[config.mk]
export PLATFORM = sky130hd
export DESIGN_NAME = scam_vec
export DESIGN_NICKNAME = d
export VERILOG_FILES = /design/src/rtl/scam_pkg.sv /design/src/rtl/scam_vec.sv
export SDC_FILE = /design/constraint.sdc
export NUM_CORES = 2
export LEC_CHECK = 0
export BUFFER_PORTS_ARGS = -buffer_cell sky130_fd_sc_hd__buf_2
export CORE_ASPECT_RATIO = 0.75
export CORE_UTILIZATION = 50
export CTS_BUF_LIST = sky130_fd_sc_hd__clkbuf_8
export CTS_CLUSTER_DIAMETER = 30
export DETAILED_ROUTE_END_ITERATION = 10
export PLACE_DENSITY = 0.71
export SLEW_MARGIN = 20
export SYNTH_ARGS = -nofsm -noshare
export SYNTH_HDL_FRONTEND = slang
export SYNTH_SLANG_ARGS = --single-unit
[constraint.sdc]
create_clock -name clock -period 8 [get_ports clock]
set_input_delay 0.8 -clock clock [delete_from_list [all_inputs] [get_ports clock]]
set_output_delay 0.8 -clock clock [all_outputs]
set_load 0.005 [all_outputs]
[src/rtl/scam_pkg.sv]
// shared types, constants and cordic angle table for the sliding circular angle mean
// no dependencies
`default_nettype none
package scam_pkg;
   localparam int Window     = 16;
   localparam int SlotW      = (Window > 1) ? $clog2(Window) : 1;
   localparam int FillW      = $clog2(Window + 1);
   localparam int SumW       = 17 + $clog2(Window + 1);
   localparam int Steps      = 16;
   localparam int FullTurn   = 46080;
   localparam int QuarterTurn = 11520;
   localparam logic signed [32:0] CordicX0 = 33'sd652032874;
   localparam int Q15Max     = 32767;

   typedef logic signed [15:0] q15_type;

   typedef struct packed {
      q15_type sin_q;
      q15_type cos_q;
   } vec_type;

   // atan(2^-i) in 1/65536 degree
   function automatic logic signed [31:0] atan_step(input logic [3:0] i);
      logic signed [31:0] r;
      begin
         unique case (i)
            4'd0: r = 32'sd2949120;  4'd1: r = 32'sd1740967;
            4'd2: r = 32'sd919879;   4'd3: r = 32'sd466945;
            4'd4: r = 32'sd234379;   4'd5: r = 32'sd117304;
            4'd6: r = 32'sd58666;    4'd7: r = 32'sd29335;
            4'd8: r = 32'sd14668;    4'd9: r = 32'sd7334;
            4'd10: r = 32'sd3667;    4'd11: r = 32'sd1833;
            4'd12: r = 32'sd917;     4'd13: r = 32'sd458;
            4'd14: r = 32'sd229;     default: r = 32'sd115;
         endcase
         return r;
      end
   endfunction
endpackage
`default_nettype wire

[src/rtl/scam_vec.sv]
// vectoring cordic pipeline: running sums to angle in 1/128 degree
// depends on scam_pkg
`default_nettype none
module scam_vec
   import scam_pkg::*;
(
   input  wire logic                   clock,
   input  wire logic                   en,
   input  wire logic signed [SumW-1:0] sum_c,
   input  wire logic signed [SumW-1:0] sum_s,
   output logic [15:0]                 angle
);
   localparam int XW = SumW + 11;
   logic               zero_ff [0:Steps];
   logic signed [XW-1:0] x_ff [0:Steps];
   logic signed [XW-1:0] y_ff [0:Steps];
   logic signed [31:0] z_ff [0:Steps];
   logic signed [XW-1:0] xs, ys;

   // scale and fold into the right half plane
   always_comb begin
      xs = XW'(sum_c) <<< 8;
      ys = XW'(sum_s) <<< 8;
   end

   always_ff @(posedge clock) begin
      if (en) begin
         zero_ff[0] <= (sum_c == '0) && (sum_s == '0);
         if (xs < 0) begin
            x_ff[0] <= -xs; y_ff[0] <= -ys; z_ff[0] <= 32'sd11796480;
         end else begin
            x_ff[0] <= xs; y_ff[0] <= ys; z_ff[0] <= '0;
         end
      end
   end

   for (genvar i = 0; i < Steps; i++) begin : g_stage
      always_ff @(posedge clock) begin
         if (en) begin
            zero_ff[i+1] <= zero_ff[i];
            if (y_ff[i] > 0) begin
               x_ff[i+1] <= x_ff[i] + (y_ff[i] >>> i);
               y_ff[i+1] <= y_ff[i] - (x_ff[i] >>> i);
               z_ff[i+1] <= z_ff[i] + atan_step(4'(i));
            end else begin
               x_ff[i+1] <= x_ff[i] - (y_ff[i] >>> i);
               y_ff[i+1] <= y_ff[i] + (x_ff[i] >>> i);
               z_ff[i+1] <= z_ff[i] - atan_step(4'(i));
            end
         end
      end
   end

   // round to 1/128 degree and fold into one turn
   logic signed [31:0] zr;
   logic signed [31:0] m;
   always_comb begin
      zr = (z_ff[Steps] + 32'sd256) >>> 9;
      if (zr < 0) m = zr + 32'sd46080;
      else if (zr >= 32'sd46080) m = zr - 32'sd46080;
      else m = zr;
   end

   always_ff @(posedge clock) begin
      if (en) angle <= zero_ff[Steps] ? 16'd0 : m[15:0];
   end
endmodule
`default_nettype wire

==> qor.txt <==
CP Capture Type = register
final hold vios = 0
vias in the first global route = 88800
DIE AREA = 245000 µm²
Async SR Flop Fraction = 0
syn nets = 14200
first-pass GRT wire length = 489 mm
WHS Path Cells = 1
port bufs = 61
Avg Vias per Cell = 5.91
Clock Latency Late Sink = 1.00 ns
Core Rows = 156
largest net degree at the start of global routing = 171
worst-path fanout max = 15
Final Setup Violations = 0
CTS tree = built
CTS Buffer Depth = 4
Mapped Cells = 12800
Yosys reg bits = 1430
grt total ovfl = 0
yosys warns = 0
H-tree level count = 5
Starting DRT DRC Count = 8813
Post-CTS Setup Repair Bufs = 0
Worst Max-Slew Pin Slew = 1.09 ns
initial core utilization = 0.503
Unique masters post-synth = 90
Num CTS Buffers = 318
I/O pin cnt = 62
Mean Syn Cell Area = 9.48 µm²
Hold WC Path Type = in -> reg
layout cells sized above 1 = 0.0613
RSZ-0062 raised after global routing = no
Max Cap Viol = 0
worst endpoint required time = 8.83 ns
Avg WL per Cell = 18.9 µm
crit path DAT = 8.30 ns
FILL cells = 21600
Slew Viols, Final = 0
Root Driver = clkbuf_8
PostCTS Resize Cnt = 0
Sink Count = 1430
commonest non-fill, non-tap cell in the layout = edfxtp_1
die height = 429 µm
post-route ant nets = 0
Worst Reg2Reg Path Length in Cells = 21
run status = completed
Detail Placement HPWL = 245 mm
DRC = 0
core area = 241000 µm²
most frequent cells in the layout = 1430 x edfxtp_1, 1341 x ha_1, 1196 x xnor2_1
Startpoint Class = register
crit path kind = reg -> reg
minimum clock period = 7.47 ns
slew margin rel. = 0.266
skew final = 0.0892 ns
initial antenna violation count = 11
Fmax achieved = 0.134 GHz
GRT Total Usage = 0.246
setup_tns = 0 ns
Clock transition at path regs = 0.06 ns
fin crit share = 0.933
final net count = 14400
Post-synth EDFFs = 1430
Total Wirelength = 312 mm
P&R area growth vs syn = 9.22%
ys flop type = edfxtp_1
DIE WIDTH = 571 µm
DR vias = 97600
Synth Cell Area = 121000 µm²
sequential element share of the synthesized area = 0.354
drt pass-1 iters = 6
Placer Congestion = 0.974
cells in the mapped netlist, types with 114 or more instances:
| master | count | area [µm²] |
|---|---|---|
| xnor2_1 | 1196 | 10500 |
| o21bai_1 | 152 | 1140 |
| nor3_1 | 347 | 1740 |
| inv_1 | 594 | 2230 |
| ha_1 | 1341 | 16800 |
| a21oi_1 | 1140 | 5710 |
| o21a_1 | 201 | 1510 |
| o21ai_0 | 740 | 3700 |
| nand3_1 | 282 | 1410 |
| nor2b_1 | 177 | 1110 |
| nor4_1 | 114 | 713 |
| or3_1 | 127 | 795 |
| xor2_1 | 591 | 5180 |
| o31ai_1 | 165 | 1240 |
| edfxtp_1 | 1430 | 42900 |
| a31oi_1 | 125 | 782 |
| a21o_1 | 466 | 3500 |
| nor2_1 | 1006 | 3780 |
| and3_1 | 135 | 845 |
| nand2_1 | 757 | 2840 |
| nand2b_1 | 180 | 1130 |
| clkbuf_1 | 205 | 769 |
worst max-delay path, stage by stage, from the launching register on:
cell and delay [ns]:
edfxtp_1 0.48, or3_1 0.44, nor4_1 0.60, nand3_1 0.36
or4_1 0.55, nand2b_1 0.30, o21a_1 0.44, buf_4 0.31
inv_1 0.10, buf_4 0.18, nor2_1 0.06, xnor2_1 0.15
ha_1 0.33, o21ai_0 0.12, a21boi_0 0.41, o211ai_1 0.27
a21oi_1 0.59, o31ai_1 0.18, o21ai_0 0.41, a41oi_1 0.24
or4b_2 0.67, nand4_1 0.09
per-stage QoR:
step           hold slack (ns)  utilization  setup WS (ns)  cell area (µm²)  instances
3_5_place_dp             0.406        0.521          0.898           126000      15900
4_1_cts                0.00337        0.550          0.850           132000      16500
3_3_place_gp             0.404        0.521          0.993           126000      15900
6_report                0.0936        0.550          0.535           132000      16500
2_1_floorplan            0.400            -           1.38           121000      12800
5_1_grt                 0.0495        0.550         0.0328           132000      16500
final timing paths:
path | from | end | slack (ns)
worst max register to register | y_ff[11][13]$_DFFE_PP_ | x_ff[12][31]$_DFFE_PP_ | 0.53
worst min-delay path | sum_s[0] | y_ff[0][8]$_DFFE_PP_ | 0.09
worst min register to register | zero_ff[9]$_DFFE_PP_ | zero_ff[10]$_DFFE_PP_ | 0.41
worst max-delay path | y_ff[11][13]$_DFFE_PP_ | x_ff[12][31]$_DFFE_PP_ | 0.53
sequential cells by signal, summed over array words and instances (netlist names):
| name | flops |
|---|---|
| x_ff | 450 |
| zero_ff | 17 |
| y_ff | 495 |
| z_ff | 452 |
| angle | 16 |
routing by layer:
| metal | global-route usage | wire length [µm] | vias to the layer above |
|---|---|---|---|
| met5 | 0 | 32 | - |
| met2 | 0.346 | 125000 | 3376 |
| met3 | 0.0564 | 28200 | 455 |
| met1 | 0.374 | 151000 | 45500 |
| met4 | 0.0649 | 7570 | 4 |
| li1 | - | - | 48300 |
layout make-up:
type,instances,area [µm²],area share
Clock buffer,325,4470,0.0338
Sequential cell,1430,42900,0.324
Clock inverter,240,2460,0.0186
Multi-Input combinational cell,10500,75300,0.568
Antenna cell,6,15.0,0.000113
Inverter,600,2250,0.0170
Tap cell,3239,4050,0.0306
Timing Repair Buffer,142,981,0.00740
what timing repair did:
action / 4_1_cts / 5_1_grt
endpoints found under the hold margin: 1 / 0
hold buffers: 1 / 0
endpoints found under the setup margin: 0 / 0
logic make-up after synthesis:
| group | count (synthesis) | share of synthesized area |
|---|---|---|
| AO/OA/AOI/OAI | 3754 | 0.198 |
| XOR/XNOR | 1788 | 0.129 |
| adder cells (fa/ha/maj) | 1375 | 0.144 |
| buffers and inverters | 833 | 0.0259 |
| flip-flops | 1430 | 0.354 |
| multiplexers | 70 | 0.00610 |
| AND/OR/NAND/NOR | 3545 | 0.143 |
Power is left out: the tool's default activity adds up to more than one toggle a clock period on the data nets, which glitch-free logic cannot reach.
