`src/rtl/scam_pkg.sv`:
```
// shared types, constants and cordic angle table for the sliding circular angle mean
// no dependencies
`default_nettype none
package scam_pkg;
   localparam int Window     = 16;
   localparam int SlotW      = (Window > 1) ? $clog2(Window) : 1;
   localparam int FillW      = $clog2(Window + 1);
   localparam int SumW       = 17 + $clog2(Window + 1);
   localparam int Steps      = 16;
   localparam int FullTurn   = 46080;
   localparam int QuarterTurn = 11520;
   localparam logic signed [32:0] CordicX0 = 33'sd652032874;
   localparam int Q15Max     = 32767;

   typedef logic signed [15:0] q15_type;

   typedef struct packed {
      q15_type sin_q;
      q15_type cos_q;
   } vec_type;

   // atan(2^-i) in 1/65536 degree
   function automatic logic signed [31:0] atan_step(input logic [3:0] i);
      logic signed [31:0] r;
      begin
         unique case (i)
            4'd0: r = 32'sd2949120;  4'd1: r = 32'sd1740967;
            4'd2: r = 32'sd919879;   4'd3: r = 32'sd466945;
            4'd4: r = 32'sd234379;   4'd5: r = 32'sd117304;
            4'd6: r = 32'sd58666;    4'd7: r = 32'sd29335;
            4'd8: r = 32'sd14668;    4'd9: r = 32'sd7334;
            4'd10: r = 32'sd3667;    4'd11: r = 32'sd1833;
            4'd12: r = 32'sd917;     4'd13: r = 32'sd458;
            4'd14: r = 32'sd229;     default: r = 32'sd115;
         endcase
         return r;
      end
   endfunction
endpackage
`default_nettype wire

```
`src/rtl/scam_ring.sv`:
```
// window ring memory and running sums for one angle
// depends on scam_pkg
`default_nettype none
module scam_ring
   import scam_pkg::*;
(
   input  wire logic                   clock,
   input  wire logic                   reset,
   input  wire logic                   en,
   input  wire logic                   vld,
   input  wire logic [SlotW-1:0]       slot,
   input  wire logic                   full,
   input  wire vec_type                vec,
   output logic signed [SumW-1:0]      sum_c,
   output logic signed [SumW-1:0]      sum_s
);
   // each slot is evicted once per window turn, long after its write when window > 1
   vec_type mem [0:Window-1];
   vec_type old_ff;
   vec_type new_ff;
   logic    vld_ff, full_ff;
   logic signed [SumW-1:0] sum_c_ff, sum_s_ff, sum_c_in, sum_s_in;

   // stage a: read evicted slot, write new vector
   always_ff @(posedge clock) begin
      if (en) begin
         old_ff <= mem[slot];
         new_ff <= vec;
         if (vld) mem[slot] <= vec;
      end
   end

   always_ff @(posedge clock) begin
      if (reset) begin
         vld_ff <= 1'b0; full_ff <= 1'b0;
      end else if (en) begin
         vld_ff <= vld; full_ff <= full;
      end
   end

   // stage b: update sums; a window of one evicts what was just written
   always_comb begin
      sum_c_in = sum_c_ff + SumW'(new_ff.cos_q);
      sum_s_in = sum_s_ff + SumW'(new_ff.sin_q);
      if (full_ff) begin
         sum_c_in = sum_c_in - SumW'(old_ff.cos_q);
         sum_s_in = sum_s_in - SumW'(old_ff.sin_q);
      end
   end

   always_ff @(posedge clock) begin
      if (reset) begin
         sum_c_ff <= '0; sum_s_ff <= '0;
      end else if (en && vld_ff) begin
         sum_c_ff <= sum_c_in; sum_s_ff <= sum_s_in;
      end
   end

   assign sum_c = vld_ff ? sum_c_in : sum_c_ff;
   assign sum_s = vld_ff ? sum_s_in : sum_s_ff;
endmodule
`default_nettype wire

```
`config.mk`:
```
export PLATFORM = sky130hd
export DESIGN_NAME = scam_ring
export DESIGN_NICKNAME = d
export VERILOG_FILES = /design/src/rtl/scam_pkg.sv /design/src/rtl/scam_ring.sv
export SDC_FILE = /design/constraint.sdc
export NUM_CORES = 1
export LEC_CHECK = 0
export ABC_AREA = 1
export BUFFER_PORTS_ARGS = -buffer_cell sky130_fd_sc_hd__buf_2
export CAP_MARGIN = 20
export CORE_ASPECT_RATIO = 0.5
export CORE_UTILIZATION = 50
export DETAILED_ROUTE_END_ITERATION = 16
export PLACE_DENSITY_LB_ADDON = 0.12
export SETUP_SLACK_MARGIN = 0.5
export SLEW_MARGIN = 20
export SYNTH_ARGS = -nofsm -noshare
export SYNTH_HDL_FRONTEND = slang
export SYNTH_SLANG_ARGS = --single-unit
```
`constraint.sdc`:
```
create_clock -name clock -period 4.5 [get_ports clock]
set_clock_uncertainty 0.05 [all_clocks]
set_input_delay 0.9 -clock clock [delete_from_list [all_inputs] [get_ports clock]]
set_output_delay 0.9 -clock clock [all_outputs]
set_load 0.05 [all_outputs]
```
==> out/results.tsv <==
metric	value	unit
Post-Place Worst Slack	-275	ps
Mapped Area	28800	µm²
Core Region	56200	µm²
Max IR drop VDD	329	µV
worst slew pin tran	1000	ps
reg2reg end	sum_s_ff[19]$_SDFFE_PP0P_	
min-delay src	sum_c_ff[3]$_SDFFE_PP0P_	
# port buffers	84	
PwrDens	395	nW/µm²
routing usage on met1	44.8	%
R2R depth	35	
Final Cycle Share	110	%
H-tree levels	2	
post-route setup slack	-430	ps
antenna diode count	0	
clk_lat worst skew	630	ps
status	finished, violations left	
antenna violations before repair	8	
EDFF count, synth	576	
cell row count	61	
Leakage	14.5	nW
clock slew at reported path FFs	70	ps
area leader, netlist	edfxtp_1	
Filler Cells Inserted	4125	
warnings from Yosys	0	
routed vias	22100	
RSZ-0062 raised after global routing	true	
CP startpoint kind	flop	
die area	58500	µm²
Post-DP HPWL	54.5	mm
GR Util All Layers	29.5	%
Crit Path Max Fanout	4	
Initial Utilization	51.2	%
Clock Power Share	31.0	%
met2 GRT Util	43.5	%
share of the synthesized area in the top cell type	60.1	%
Sink Count	622	
CTS tree	yes	
initial DRC count	2114	
Top FF cell, synth	edfxtp_1	
synthesized area per cell	10.9	µm²
crit path DAT	3980	ps
highest achievable clock rate	203	MHz
Final Hold Fails	0	
Cells after Synth	2631	
Synth cell types	35	
Worst setup EP type	primary output	
switching share of total power	29.5	%
Max Cap Viol	0	
# IOs	85	
synth-to-layout area growth	31.7	%
Synth area leaders	edfxtp_1, a22oi_1, nand2_1	
Hold Path Class	flop to flop	
Sequential Power Share	43.6	%
critical path data required time	3550	ps
WL final	87.7	mm
Seq cells post-synth	622	
Clock Tree Buf Depth	3	
cts bufs inserted	52	
met3 GRT Util	5.46	%
Die W	341	µm
fin nets	3143	
Slew Viols, Final	0	
Switching Power	4.42	mW
crit path time final	4930	ps
Final Wtd Congestion	0.949	
r2r setup slk	-170	ps
Setup-failing EPs final	33	
Synthesized Nets	2760	
grt ovf	0	
Hold-fix buffers, CTS	0	
largest net degree at the start of global routing	93	
failing checks	negative setup slack	
number of routed nets with antenna violations	0	
hold path cells	2	
Die Y-Extent	172	µm
Logic pwr share	25.4	%
WHS Endpoint	sum_c_ff[3]$_SDFFE_PP0P_	
number of global-route vias before repair	20600	
CP startpoint	new_ff[19]$_DFFE_PP_	
first-pass GRT wire length	128	mm
Rel. slew slack	33.3	%
layout cell share with drive strength beyond 1	34.2	%
GR peak layer	met1	
ys async rst share	0	%
routed length per placed instance	23.0	µm
Root Driver	clkbuf_16	
DRT Pass-1 Iters	6	
Tot Pwr	15.0	mW
DRC viols	0	
CP Class	flop to primary output	
P_int	10.5	mW
Via density	5.80	
R2R Path Start	new_ff[19]$_DFFE_PP_	
register area share after synthesis	63.3	%
[sequential cells by signal, summed over array words and instances (netlist names)]
name	flops
full_ff	1
new_ff	32
old_ff	32
mem	512
sum_c_ff	22
vld_ff	1
sum_s_ff	22
[synth_stat cells (2+ instances only)]
cell type  number
xor2_1         21
a22oi_1       256
xnor2_1        14
buf_1           7
edfxtp_1      576
nand2_1       482
o21ai_0        91
or2_0          28
fa_1            4
nor2_1        162
a21o_1          3
nor3_1         16
nand3_1       123
or2_1           4
clkbuf_1       53
and2_1          9
dfxtp_1        46
clkinv_1        3
buf_6           4
or3_1          32
a31oi_1        14
o21a_1          3
nand4_1        22
buf_2          34
buf_4           2
a21boi_0        2
ha_1           84
inv_2           5
o21ai_1         5
nand3b_1        5
inv_1         264
o21bai_1       15
a21oi_1       236
o211ai_1        5
[worst max-delay path by stage]
stage                 to  slack (ps)  depth (start not counted)
2_1_floorplan  sum_c[21]         330                         23
5_1_grt        sum_s[19]        -600                         23
3_5_place_dp   sum_s[19]        -280                         25
3_3_place_gp   sum_s[19]        -320                         25
6_report       sum_s[19]        -430                         22
4_1_cts        sum_c[21]        -350                         25
[layout make-up]
type	count	area [µm²]	area share, %
clock buffers	64	1370	3.61
multi-input cells	1637	12400	32.6
clock inverters	33	372	0.981
inverters	272	1030	2.72
flip-flops and latches	622	18200	48.1
repair buffers	429	3580	9.47
well taps	756	946	2.50
[through the flow]
step / cell area, µm² / TNS [ps] / util, % / hold slack (ps) / instances
6_report: 37900 / -8870 / 67.4 / 534 / 3813
5_1_grt: 37900 / -15040 / 67.4 / 547 / 3813
4_1_cts: 36800 / -7580 / 65.5 / 532 / 3779
3_5_place_dp: 31900 / -1360 / 56.9 / 458 / 3596
3_3_place_gp: 31900 / -1610 / 56.9 / 460 / 3596
2_1_floorplan: 29000 / 0 / - / 443 / 2631
[routing by layer]
layer  vias up  share of wire (%)
li1      10200                  -
met1     10900                 46
met2       836                 43
met3       124                8.9
met4         2                2.2
met5         -              0.014
[power by group through the flow]
| stage | Combinational (mW) | Sequential, mW | Clock (mW) |
|---|---|---|---|
| 2_1_floorplan | 1.53 | 6.61 | 0 |
| 4_1_cts | 3.38 | 6.52 | 4.70 |
| 6_report | 3.80 | 6.52 | 4.63 |
| 3_3_place_gp | 2.52 | 6.63 | 0 |
| 5_1_grt | 4.06 | 6.53 | 4.94 |
| 3_5_place_dp | 2.52 | 6.63 | 0 |
[cells in the final DEF, fill, tap and decap left out, types with 24 or more instances in the layout]
cell       Yosys  routed
edfxtp_1     576     576
nand2_1      482     325
buf_4          2     298
a22oi_1      256     256
inv_1        264     229
a21oi_1      236     189
nand2_2        0     114
nor2_1       162      91
nand3_1      123      81
buf_6          4      73
ha_4           0      72
clkbuf_16      0      52
nor2_4         0      47
o21ai_0       91      46
nand2_4        0      42
dfxtp_1       46      42
buf_2         34      42
inv_2          5      38
nand3_2        0      34
or3_1         32      32
a21oi_2        0      32
o21ai_2        0      31
or2_0         28      28
nor2_2         0      24
[timing repair]
action,in CTS,in global routing
hold endpoints to repair,0,0
buffers inserted,86,33
endpoints found under the setup margin,41,42
gates resized for setup,533,213
pin swaps,153,150
[critical path, stage by stage, from the launching register on]
cell	delay, ps
edfxtp_1	540
ha_4	240
a21oi_4	150
buf_4	140
nor2_1	30
nor2_1	110
o21ai_2	80
buf_4	150
nand2_1	90
nand2_1	60
nand2_1	60
nand2_2	100
ha_4	350
nand2_8	80
buf_12	120
nor3_4	250
nand3_4	130
nand4_1	120
nand3_2	120
nand2_1	110
nand2_1	60
o21ai_2	100
buf_6	180
[kinds of logic (layout without fill, tap and decap cells)]
logic type	count (synthesis)	count (layout)	synth area share (%)
AO/OA/AOI/OAI	630	630	13.5
XOR/XNOR	35	35	1.07
adder cells (fa/ha/maj)	88	88	3.93
buffers and inverters	372	798	5.13
flip-flops	622	622	63.3
AND/OR/NAND/NOR	884	884	13.0
No activity file was read; power rests on OpenSTA's default activity.
