`config.mk`:
```
export PLATFORM = sky130hd
export DESIGN_NAME = scam_rot
export DESIGN_NICKNAME = d
export VERILOG_FILES = /design/src/rtl/scam_pkg.sv /design/src/rtl/scam_rot.sv
export SDC_FILE = /design/constraint.sdc
export NUM_CORES = 2
export LEC_CHECK = 0
export BUFFER_PORTS_ARGS = -buffer_cell sky130_fd_sc_hd__buf_2
export CAP_MARGIN = 20
export CORE_MARGIN = 2
export CORE_UTILIZATION = 60
export DETAILED_ROUTE_END_ITERATION = 10
export GPL_TIMING_DRIVEN = 0
export PLACE_DENSITY = 0.79
export SYNTH_ARGS = -nofsm -noshare
export SYNTH_HDL_FRONTEND = slang
export SYNTH_SLANG_ARGS = --single-unit
```
`constraint.sdc`:
```
create_clock -name clock -period 4.45 [get_ports clock]
set_input_delay 0.2225 -clock clock [delete_from_list [all_inputs] [get_ports clock]]
set_output_delay 0.2225 -clock clock [all_outputs]
set_load 0.02 [all_outputs]
```
`src/rtl/scam_pkg.sv`:
```
// shared types, constants and cordic angle table for the sliding circular angle mean
// no dependencies
`default_nettype none
package scam_pkg;
   localparam int Window     = 16;
   localparam int SlotW      = (Window > 1) ? $clog2(Window) : 1;
   localparam int FillW      = $clog2(Window + 1);
   localparam int SumW       = 17 + $clog2(Window + 1);
   localparam int Steps      = 16;
   localparam int FullTurn   = 46080;
   localparam int QuarterTurn = 11520;
   localparam logic signed [32:0] CordicX0 = 33'sd652032874;
   localparam int Q15Max     = 32767;

   typedef logic signed [15:0] q15_type;

   typedef struct packed {
      q15_type sin_q;
      q15_type cos_q;
   } vec_type;

   // atan(2^-i) in 1/65536 degree
   function automatic logic signed [31:0] atan_step(input logic [3:0] i);
      logic signed [31:0] r;
      begin
         unique case (i)
            4'd0: r = 32'sd2949120;  4'd1: r = 32'sd1740967;
            4'd2: r = 32'sd919879;   4'd3: r = 32'sd466945;
            4'd4: r = 32'sd234379;   4'd5: r = 32'sd117304;
            4'd6: r = 32'sd58666;    4'd7: r = 32'sd29335;
            4'd8: r = 32'sd14668;    4'd9: r = 32'sd7334;
            4'd10: r = 32'sd3667;    4'd11: r = 32'sd1833;
            4'd12: r = 32'sd917;     4'd13: r = 32'sd458;
            4'd14: r = 32'sd229;     default: r = 32'sd115;
         endcase
         return r;
      end
   endfunction
endpackage
`default_nettype wire

```
`src/rtl/scam_rot.sv`:
```
// rotation cordic pipeline: angle in 1/128 degree to q1.15 unit vector
// depends on scam_pkg
`default_nettype none
module scam_rot
   import scam_pkg::*;
(
   input  wire logic        clock,
   input  wire logic        en,
   input  wire logic [15:0] angle,
   output vec_type          vec
);
   // stage 0 reduce angle, then 16 cordic stages, then rounding
   logic [1:0]         quad_ff [0:Steps];
   logic signed [33:0] x_ff [0:Steps];
   logic signed [33:0] y_ff [0:Steps];
   logic signed [31:0] z_ff [0:Steps];
   logic [15:0] a_red;
   logic [15:0] a_quarter;
   logic [1:0]  quad_in;

   always_comb begin
      a_red = (angle >= 16'(FullTurn)) ? angle - 16'(FullTurn) : angle;
      if (a_red >= 16'(3 * QuarterTurn)) begin
         quad_in = 2'd3; a_quarter = a_red - 16'(3 * QuarterTurn);
      end else if (a_red >= 16'(2 * QuarterTurn)) begin
         quad_in = 2'd2; a_quarter = a_red - 16'(2 * QuarterTurn);
      end else if (a_red >= 16'(QuarterTurn)) begin
         quad_in = 2'd1; a_quarter = a_red - 16'(QuarterTurn);
      end else begin
         quad_in = 2'd0; a_quarter = a_red;
      end
   end

   always_ff @(posedge clock) begin
      if (en) begin
         quad_ff[0] <= quad_in;
         x_ff[0]    <= 34'(CordicX0);
         y_ff[0]    <= '0;
         z_ff[0]    <= $signed({7'd0, a_quarter, 9'd0});
      end
   end

   for (genvar i = 0; i < Steps; i++) begin : g_stage
      always_ff @(posedge clock) begin
         if (en) begin
            quad_ff[i+1] <= quad_ff[i];
            if (!z_ff[i][31]) begin
               x_ff[i+1] <= x_ff[i] - (y_ff[i] >>> i);
               y_ff[i+1] <= y_ff[i] + (x_ff[i] >>> i);
               z_ff[i+1] <= z_ff[i] - atan_step(4'(i));
            end else begin
               x_ff[i+1] <= x_ff[i] + (y_ff[i] >>> i);
               y_ff[i+1] <= y_ff[i] - (x_ff[i] >>> i);
               z_ff[i+1] <= z_ff[i] + atan_step(4'(i));
            end
         end
      end
   end

   function automatic q15_type to_q15(input logic signed [33:0] v);
      logic signed [34:0] r;
      begin
         r = (35'(v) + 35'sd16384) >>> 15;
         if (r > 35'sd32767) return 16'sd32767;
         if (r < -35'sd32767) return -16'sd32767;
         return r[15:0];
      end
   endfunction

   // round and place in quadrant
   q15_type c, s;
   vec_type v_in;
   always_comb begin
      c = to_q15(x_ff[Steps]);
      s = to_q15(y_ff[Steps]);
      case (quad_ff[Steps])
         2'd0: v_in = '{sin_q: s, cos_q: c};
         2'd1: v_in = '{sin_q: c, cos_q: -s};
         2'd2: v_in = '{sin_q: -s, cos_q: -c};
         default: v_in = '{sin_q: -c, cos_q: s};
      endcase
   end

   always_ff @(posedge clock) begin
      if (en) vec <= v_in;
   end
endmodule
`default_nettype wire

```
==> flow_summary.ini <==
[grt]
met3_track_utilization_from_global_routing_pct = 4.48
first_global_vias = 94900
grt.busiest_layer = met2
first_pass_grt_wire_length_um = 520000
grtUsageMet1_pct = 41.5
antenna_found_initial = 9
met2_usage_pct = 53.5
track_usage_pct = 32.1
pin_count_of_the_biggest_net_entering_global_routing = 74
global_route.overflow_total = 0

[sta]
setup_viol = 47
tightest_slew_ns = 1.12
setup_ws_ns = -0.585
finalMaxSlewViolations = 0
slew_headroom_pct = 24.5
timing_hold_violations_final = 0
clock_skew_ns = 0.0310
period_needed_ns = 5.03
final.period_utilization_pct = 113
achievable-frequency_mhz = 199
final_hold_slack_ns = 0.0995
grt_setup_unrepaired = yes

[logic_synthesis]
area_fraction_of_the_dominant_cell_type_after_synthesis_pct = 36.0
post_synth_instance_area_um2 = 119000
synth.area.top_cells = sky130_fd_sc_hd__edfxtp_1 36%, sky130_fd_sc_hd__ha_1 14%, sky130_fd_sc_hd__xnor2_1 8.7%
synth_top_cell_by_area = sky130_fd_sc_hd__edfxtp_1
synth_seq_area_share_pct = 36.0
yosys_warnings = 0
synth.lib_cells_used.distinct = 110
synth_enable_flop_cells = 1425
ys_seq_elements = 1425
syn_inst = 12300
synth_top_flop_cell = sky130_fd_sc_hd__edfxtp_1
synthesis.area_per_instance_um2 = 9.70
async_reset_ff_share_pct = 0

[routing]
drt_first_iter_violations = 8925
via_density_per_instance = 6.27
route.detailed.drc = 0
drt_first_pass_iters = 8
drt-wirelength-per-cell_um = 21.5
dr_total_vias = 99500
finalWirelength_um = 342000
final_antenna_net_count = 0

[placed_design]
place.port_buffers = 47
place_congestion = 0.965
placedInstanceArea_um2 = 123000
place.detailed.instances = 15000
dp.final_hpwl_um = 254000

[worst_hold_path]
worst_min_path_start = en
min-delay-path-class = primary input to register

[clock_network]
clkLatencyLatePin_ns = 0.85
max-clock-path-buffers = 3
cts_root_buffer = sky130_fd_sc_hd__clkbuf_16
cts.htree.levels = 4
cts.reportedPaths.clkPinSlew_ns = 0.06
cts_tree = built
tritoncts_num_sinks = 1425
number_of_buffers_inserted_during_clock_tree_synthesis = 161

[layout]
stdcell_area_um2 = 140000
final_layout_size_suffix_gt1_share_pct = 16.0
numnets_final = 14500
final_core_util_pct = 70.9
post_layout_nonfiller_instances = 15900
area_growth_pct = 17.5

[status]
violations = negative setup slack
outcome = finished, violations left

[worst_setup_path]
critPathCaptureType = register
startpoint = y_ff[5][8]
path_max_fanout = 5
critical_path_class = register to register
critical_path.startpoint_type = register
arrival_ns = 5.75
cp.required_ns = 5.17
worstReg2RegStart = y_ff[5][8]

[die]
initial_utilization_pct = 60.3
die_w_um = 449
core_um2 = 197000
die-height_um = 449
std_cell_rows = 163
ioPinCount = 50
die_area_um2 = 202000

[flow_run]
cap_violations = 0
[layer usage]
metal | share of wire (%) | wire (µm)
met4 | 5.2 | 17900
met2 | 47 | 160000
met3 | 6.4 | 21800
met5 | 0.020 | 70
met1 | 41 | 142000
[critical path, cell delays in order (launching register included)]
cell,delay [ns]
sky130_fd_sc_hd__edfxtp_1,0.42
sky130_fd_sc_hd__or3_4,0.43
sky130_fd_sc_hd__nor4_4,0.19
sky130_fd_sc_hd__nand2_2,0.12
sky130_fd_sc_hd__or4_4,0.57
sky130_fd_sc_hd__o41ai_4,0.25
sky130_fd_sc_hd__xnor2_1,0.12
sky130_fd_sc_hd__ha_1,0.38
sky130_fd_sc_hd__a21oi_2,0.16
sky130_fd_sc_hd__a21boi_2,0.07
sky130_fd_sc_hd__or3_1,0.30
sky130_fd_sc_hd__a31o_1,0.21
sky130_fd_sc_hd__a311o_1,0.38
sky130_fd_sc_hd__a2111oi_4,0.37
sky130_fd_sc_hd__nor3_2,0.12
sky130_fd_sc_hd__and3_4,0.20
sky130_fd_sc_hd__or4_4,0.52
sky130_fd_sc_hd__nand3_2,0.09
[synth_stat cells (39+ instances only)]
cell                       number
sky130_fd_sc_hd__or3_1        104
sky130_fd_sc_hd__ha_1        1329
sky130_fd_sc_hd__xor2_1       589
sky130_fd_sc_hd__o211ai_1      55
sky130_fd_sc_hd__clkbuf_1     165
sky130_fd_sc_hd__nand3_1      200
sky130_fd_sc_hd__nor3_1       326
sky130_fd_sc_hd__and3_1       109
sky130_fd_sc_hd__o21ai_0      638
sky130_fd_sc_hd__nand2b_1     206
sky130_fd_sc_hd__mux2_2        39
sky130_fd_sc_hd__o41ai_1       43
sky130_fd_sc_hd__a211oi_1     128
sky130_fd_sc_hd__a31oi_1      123
sky130_fd_sc_hd__nand2_1      700
sky130_fd_sc_hd__a21oi_1     1202
sky130_fd_sc_hd__mux2i_1       63
sky130_fd_sc_hd__nor2_1       915
sky130_fd_sc_hd__inv_1        474
sky130_fd_sc_hd__or2_2         41
sky130_fd_sc_hd__o21bai_1     167
sky130_fd_sc_hd__o31ai_1      105
sky130_fd_sc_hd__a21o_1       603
sky130_fd_sc_hd__a21boi_0      42
sky130_fd_sc_hd__edfxtp_1    1425
sky130_fd_sc_hd__nor2b_1      157
sky130_fd_sc_hd__nand4_1       94
sky130_fd_sc_hd__nor4_1        89
sky130_fd_sc_hd__and2_1        84
sky130_fd_sc_hd__xnor2_1     1178
sky130_fd_sc_hd__o21a_1       197
[path summary, 6_finish.rpt]
path,endpoint,slack (ns),cells after the start
setup / recovery,x_ff[6][32],-0.58,17
setup reg to reg,x_ff[6][32],-0.58,17
hold / removal,quad_ff[5][1],0.1,2
hold reg to reg,quad_ff[11][1],0.42,0
[metrics by stage]
stage | setup slack (ns) | setup TNS (ns)
floorplan | -0.334 | -1.16
global placement | -6.04 | -
detailed placement | -3.32 | -1368.24
CTS | -0.500 | -4.47
global route | -0.714 | -19.84
finish | -0.585 | -8.47
[flip-flops by register name, indices dropped and copies added (netlist names)]
name	cells
y_ff	463
z_ff	435
x_ff	461
vec	32
quad_ff	34
[kinds of logic (layout without fill, tap and decap cells)]
logic type / after synthesis / after routing / share of synthesized area (%)
AOI/OAI and AO/OA: 3695 / 3695 / 19.9
and+or+nand+nor: 3192 / 3193 / 13.2
xor gates and xnor gates: 1767 / 1767 / 13.0
DFF: 1425 / 1425 / 36.0
adders and majority gates: 1362 / 1362 / 14.5
buffers and inverters: 707 / 1673 / 2.31
muxes: 114 / 114 / 1.12
other: 1 / 3 / 0.00315
[what timing repair did]
action,in CTS,in global routing
pin swaps,223,447
endpoints found under the setup margin,790,288
hold endpoints to repair,53,0
buffers inserted,310,312
hold buffers,13,0
cloned,4,3
gates resized for setup,732,787
[area by class of cell]
class | count | area [µm²]
Multi-Input combinational cell | 10100 | 79200
Inverter | 482 | 1850
Timing Repair Buffer | 689 | 5910
Fill cell | 14400 | 57400
Tap cell | 2640 | 3300
Sequential cell | 1425 | 42800
Antenna cell | 1 | 2.50
Clock inverter | 103 | 1110
Clock buffer | 188 | 4170
Buffer | 211 | 1410
[cell usage in the layout, fill, tap and decap left out, types with 47 or more instances in the layout]
cell and count:
sky130_fd_sc_hd__o21ai_1 65, sky130_fd_sc_hd__o21a_1 195, sky130_fd_sc_hd__nand2_1 642, sky130_fd_sc_hd__nor2b_1 146, sky130_fd_sc_hd__nor3_2 47, sky130_fd_sc_hd__buf_4 569, sky130_fd_sc_hd__a211oi_1 89, sky130_fd_sc_hd__o31ai_1 74
sky130_fd_sc_hd__buf_6 55, sky130_fd_sc_hd__nand2b_1 199, sky130_fd_sc_hd__nand3_1 189, sky130_fd_sc_hd__a31oi_1 99, sky130_fd_sc_hd__and2_1 75, sky130_fd_sc_hd__inv_1 458, sky130_fd_sc_hd__buf_2 56, sky130_fd_sc_hd__clkbuf_1 98
sky130_fd_sc_hd__a21o_1 602, sky130_fd_sc_hd__or3_1 78, sky130_fd_sc_hd__xor2_1 573, sky130_fd_sc_hd__clkbuf_16 173, sky130_fd_sc_hd__mux2i_1 54, sky130_fd_sc_hd__o21ai_2 54, sky130_fd_sc_hd__a21oi_2 154, sky130_fd_sc_hd__nor2_1 861
sky130_fd_sc_hd__xnor2_1 1147, sky130_fd_sc_hd__o211ai_1 55, sky130_fd_sc_hd__edfxtp_1 1425, sky130_fd_sc_hd__a21oi_1 1029, sky130_fd_sc_hd__o21bai_1 162, sky130_fd_sc_hd__and3_1 88, sky130_fd_sc_hd__o21ai_0 522, sky130_fd_sc_hd__nand4_1 94
sky130_fd_sc_hd__nor3_1 258, sky130_fd_sc_hd__nor4_1 47, sky130_fd_sc_hd__ha_1 1263
Power is not shown: default switching activity piles up to over one toggle a cycle in this logic, so the estimate is an artifact.
